<file path="src/hw/rtl/voap_pkg.sv">
package voap_pkg;

    localparam int unsigned CFG_W          = 31;
    localparam logic [30:0] HW_RESET       = 31'd20971520;
    localparam logic [30:0] HH_RESET       = 31'd6553600;
    localparam int unsigned DIV_STAGES     = 16;
    localparam int unsigned FIFO_DEPTH_DEF = 32;

    localparam logic REG_HALF_WIDTH  = 1'b0;
    localparam logic REG_HALF_HEIGHT = 1'b1;

    typedef struct packed {
        logic [4:0]         clip_codes;
        logic               projected;
        logic               overflow;
        logic signed [31:0] screen_x;
        logic signed [31:0] screen_y;
    } result_t;

    typedef struct packed {
        logic [4:0]         codes;
        logic signed [62:0] prod_x;
        logic signed [62:0] prod_y;
        logic signed [31:0] z;
    } front_t;

    // rem holds the partial remainder, sh the dividend bits still to shift in
    // (top) and the quotient bits gathered so far (bottom)
    typedef struct packed {
        logic [30:0] rem;
        logic [31:0] sh;
    } div_state_t;

    // Two restoring division steps
    function automatic div_state_t div_step2(div_state_t s, logic [30:0] d);
        logic [31:0] t;
        div_state_t  r;
        r = s;
        for (int i = 0; i < 2; i++) begin
            t    = {r.rem, r.sh[31]};
            r.sh = {r.sh[30:0], 1'b0};
            if (t >= {1'b0, d}) begin
                t       = t - {1'b0, d};
                r.sh[0] = 1'b1;
            end
            r.rem = t[30:0];
        end
        return r;
    endfunction

endpackage

</file>
<file path="src/hw/rtl/voap_fifo.sv">
module voap_fifo
    import voap_pkg::*;
#(
    parameter int unsigned DEPTH = FIFO_DEPTH_DEF
)
(
    input  logic    clk,
    input  logic    rst_n,
    input  logic    wr,
    input  result_t wr_data,
    input  logic    rd,
    output result_t rd_data,
    output logic    empty
);

    localparam int unsigned AW = (DEPTH > 1) ? $clog2(DEPTH) : 1;
    localparam int unsigned CW = $clog2(DEPTH + 1);

    result_t        mem [0:DEPTH-1];
    result_t        head_reg;
    logic           head_vld_reg;
    logic [AW-1:0]  wptr_reg;
    logic [AW-1:0]  rptr_reg;
    logic [CW-1:0]  count_reg;
    logic           load;

    // Refill the head register when the memory holds an entry and the head is free or being taken
    assign load = (count_reg != '0) && (!head_vld_reg || rd);

    always_ff @(posedge clk)
    begin
        if (wr)
        begin
            mem[wptr_reg] <= wr_data;
        end
        if (load)
        begin
            head_reg <= mem[rptr_reg];
        end
    end

    always_ff @(posedge clk or negedge rst_n)
    begin
        if (!rst_n)
        begin
            wptr_reg     <= '0;
            rptr_reg     <= '0;
            count_reg    <= '0;
            head_vld_reg <= 1'b0;
        end
        else
        begin
            if (wr)
            begin
                wptr_reg <= (wptr_reg == AW'(DEPTH - 1)) ? '0 : wptr_reg + 1'b1;
            end
            if (load)
            begin
                rptr_reg <= (rptr_reg == AW'(DEPTH - 1)) ? '0 : rptr_reg + 1'b1;
            end
            if (wr && !load)
            begin
                count_reg <= count_reg + 1'b1;
            end
            else if (load && !wr)
            begin
                count_reg <= count_reg - 1'b1;
            end
            if (load)
            begin
                head_vld_reg <= 1'b1;
            end
            else if (rd)
            begin
                head_vld_reg <= 1'b0;
            end
        end
    end

    assign rd_data = head_reg;
    assign empty   = !head_vld_reg;

endmodule

</file>
<file path="config.mk">
export PLATFORM = sky130hd
export DESIGN_NAME = voap_fifo
export DESIGN_NICKNAME = d
export VERILOG_FILES = /design/src/hw/rtl/voap_pkg.sv /design/src/hw/rtl/voap_fifo.sv
export SDC_FILE = /design/constraint.sdc
export NUM_CORES = 2
export LEC_CHECK = 0
export BUFFER_PORTS_ARGS = -buffer_cell sky130_fd_sc_hd__buf_2
export CAP_MARGIN = 10
export CORE_ASPECT_RATIO = 1.25
export CORE_MARGIN = 2
export CORE_UTILIZATION = 40
export DETAILED_ROUTE_END_ITERATION = 12
export PLACE_DENSITY_LB_ADDON = 0.3
export SETUP_SLACK_MARGIN = 0.02
export SYNTH_ARGS = -nofsm -noshare
export SYNTH_HDL_FRONTEND = slang
export SYNTH_SLANG_ARGS = --single-unit
</file>
<file path="constraint.sdc">
create_clock -name clk -period 7 [get_ports clk]
set_input_delay 1.05 -clock clk [delete_from_list [all_inputs] [get_ports clk]]
set_output_delay 1.05 -clock clk [all_outputs]
set_load 0.02 [all_outputs]
</file>
After elaboration in Yosys (flattened, before gate mapping)
Memories as Yosys holds them, arrays and structs flattened. A register that Yosys moved wholly into a read port is not among the register bits.
Cells that the tools add are included.
- add/sub/neg operators: 4
- eq/ne operators: 2
- multiplexer cells: 8
- reduce and logical (&&, ||, !) cells: 10
- operator list (cell ; count):
    two-way mux 6 bit ; 2
    adder 5 x 1 -> 5 bit, second input constant ; 2
    equality test 5 bit, second input constant ; 2
    two-way mux 5 bit ; 2
    adder 6 x 1 -> 6 bit, second input constant ; 1
    nonzero test 6 bit ; 1
    subtractor 6 x 1 -> 6 bit, second input constant ; 1
    two-way mux 1 bit ; 4
    nonzero test 2 bit ; 2
    logical AND 1 bit ; 3
    logical NOT 1 bit ; 3
    logical OR 1 bit ; 1
- register bits after elaboration: 17
- RAM bits: 2272
- bits of input ports: 75
- output and inout bits: 72
- word-level logic and storage cells: 29
- memories kept: 1
- memories (name ; depth ; bits a word ; rd ports ; clocked after memory_dff ; write ports ; line ; source):
    mem ; 32 ; 71 ; 1 ; 1 ; 1 ; voap_fifo.sv:19 ; result_t mem [0:DEPTH-1];

Logic depth before layout (Yosys ltp)
- word-level depth: 6
- depth in mapped cells: 9
- depth with buffers taken out: 9

Worst setup path after synthesis
Ideal clock, no wire load.
- kind: input -> register
- start: input port wr
- end: memory mem[3][0] (netlist name) (enable)
- library setup time: 587 ps
- data arrival time: 6310 ps
- data required time: 6413 ps
- slack: 103 ps
- stages: 3
- path buffers: 1
- cell sequence: clkbuf_1 -> nand3b_1 -> nor3_1
- word-level cells in the longest chain between the ends: 2
- ends and longest elaborated chain (item ; line ; source):
    start: declaration ; voap_fifo.sv:9 ; input logic wr,
    two-way mux 1 bit ; voap_fifo.sv:32 ; if (wr)
    two-way mux 1 bit (not written as such) ; voap_fifo.sv:34 ; mem[wptr_reg] <= wr_data;
    end: declaration ; voap_fifo.sv:19 ;
Every way passes these cells.

==> results.cfg <==
[detailed_routing]
drc = 0
dr.pass1.iters = 5
dr_total_vias = 42434
ant_nets = 0
viasPerCell = 5.68
totalWireLength_um = 220000
wire_per_inst_um = 29.4
first_iter_violations = 4670

[logic_synthesis]
async_reset_ff_frac = 0.00720
yosysMostFrequentCell = edfxtp_1
synth_top_family_by_area = multiplexers
synthTopCellsByArea = edfxtp_1 79%, mux4_2 9.6%, mux2i_1 3.5%
ys_seq_elements = 2360
yosys.area_share.adder = 0.00190
synth_area_per_cell_sq_um = 21.8
syn_nets = 4193
synthCells = 4105
synth_compound_area_frac = 0.0317
synth_edf_count = 2343
synth_seq_area_share = 0.791
ys_types = 54
synth_top_area_cell = edfxtp_1
synth-xor-area-share = 0.000490
synthSimpleGateAreaFrac = 0.0195
synthMuxAreaShare = 0.140
ys_top_cells_by_count = 2,343 x edfxtp_1, 380 x mux4_2, 314 x mux2i_1, 188 x a22oi_1, 128 x nand2_1
synth-main-ff-cell = edfxtp_1
synthDominantCellAreaShare = 0.787
synth_area_sq_mm = 0.0894
yosysWarnings = 0

[cts]
hold_buffers = 0
clk_pin_slew_ns = 0.06
worst_skew_pair.late_latency_ns = 0.86
cts_buffer_depth = 3
cts-buffers-inserted = 224
cts-root-buf = clkbuf_16
cts_setup_buffers = 0
cts.sinks = 2360
cts_tree = yes
cts_max_level = 4
cts_resized = 0

[setup_path]
rrSetupSlack_ns = 3.07
worstSetupStartpoint = rptr_reg[2]
cp-end-kind = flop
r2r_start = rptr_reg[2]
reg2regPathDepth = 6
crit_arrival_ns = 4.50
cp_max_fo = 122
crit_type = reg -> reg
cp-start-kind = flop
required_ns = 7.58

[grt]
grt_pass1_wl_um = 315000
overflow = 0
grt_antenna_before_repair = 14
gr-usage-all-layers = 0.192
grt_pass1_vias = 43442
grt_max_degree = 123

[timing]
fin_crit_ns = 3.93
final.period_utilization = 0.561
fmax_mhz = 255
hold_viol = 0
slew_headroom = 0.184
setup_viol = 0
maxSlewViolCount = 0
layout_setup_ws_ns = 3.07
rsz0062_at_grt = false
tns_ns = 0
tightest_slew_ns = 1.22
clock_skew_ns = 0.0323

[layout]
ff_latch_area_sq_mm = 0.0708
final_cells = 7473
area_growth_pct = 12.8
drive_gt1_frac = 0.229
fin_util = 0.453
final_net_count = 4438
largest_reg_flops = 2272
nFillCells = 18635
multi_input_area_sq_mm = 0.0175

[floorplanning]
fp-row-count = 194
core_area_sq_mm = 0.223
design.die.area_sq_mm = 0.227
start_util = 0.401
die_h_um = 533
chipWidth_um = 427
ioPinCount = 147

[worst_hold_path]
hold_class = in -> async

[placed_design]
io_buffers = 146
gp_congestion = 0.740
dp_slack_ns = 3.03
placed_cells = 7063
hpwl_um = 117000

[pwr]
p_leak_nw = 32.0
power_mw = 38.8
irDropWorstVdd_v = 0.000358
powerDensity_mw_per_mm2 = 385

[run]
maxCapViolCount = 0

[run_status]
run_status = completed
kinds of logic after synthesis:
kind of cell | count (synthesis)
buf+inv | 235
mux | 763
simple gates | 344
fa+ha+maj | 13
compound gates | 385
xor+xnor | 5
flops | 2360
where the power goes:
part	switching [mW]	internal [mW]	total (mW)
logic	5.78	3.95	9.73
registers	0.564	16.7	17.2
clock network	5.20	6.63	11.8
path summary, 6_finish.rpt:
| path | endpoint |
|---|---|
| setup / recovery | rd_data[30] |
| hold / removal | count_reg[0] |
| setup reg to reg | rd_data[30] |
| hold reg to reg | count_reg[5] |
| max in group asynchronous | rptr_reg[0] |
| min in group clk | count_reg[5] |
worst max-delay path, cell delays in order (launching register included):
cell	delay, ns
dfrtp_4	0.85
buf_4	0.76
buf_12	0.72
mux2i_1	0.18
a22oi_1	0.25
nand2_1	0.12
nor4_1	0.56
cells in the final DEF, fill, tap and decap left out, types with 4 or more instances in the layout:
cell	instances
o21ai_0	10
nand3b_1	5
buf_4	86
clkinv_2	31
bufinv_16	19
clkinvlp_4	8
a221oi_1	31
clkinv_4	4
clkbuf_1	58
a22oi_1	188
mux4_2	380
clkinv_16	5
nor4_1	31
dfrtp_1	12
o22a_1	39
mux2_1	31
edfxtp_1	2343
clkbuf_16	224
nor3_1	32
buf_2	146
inv_1	6
nand3_1	5
nand2_1	126
nor4_2	10
clkinv_8	4
mux2_2	38
ha_1	12
dfrtp_4	4
and3_1	32
buf_12	15
o22ai_1	102
a21oi_1	4
mux2i_1	314
nor2_1	43
clkinv_1	46
nor2_4	22
nor3_2	11
per-layer routing:
layer,GRT usage,vias to the layer above,share of wire
met4,0.0501,4,0.022
met3,0.0277,299,0.054
met1,0.253,23083,0.40
met2,0.334,1293,0.52
li1,-,17755,-
met5,0,-,0.00010
per-stage QoR:
stage,hold slack [ns],instance area (sq um)
after floorplan,0.447,89400
after global placement,0.467,93700
after detailed placement,0.469,93700
after CTS,0.0770,101000
after global routing,0.117,101000
final,0.126,101000
layout make-up:
class                           instances  area share
Multi-Input combinational cell       1510       0.174
Clock inverter                        122      0.0127
Inverter                                7    0.000285
Sequential cell                      2360       0.702
Antenna cell                            2   0.0000496
Tap cell                             2940      0.0365
Clock buffer                          285      0.0581
Timing Repair Buffer                  247      0.0166
Power figures use the tool's default switching activity.
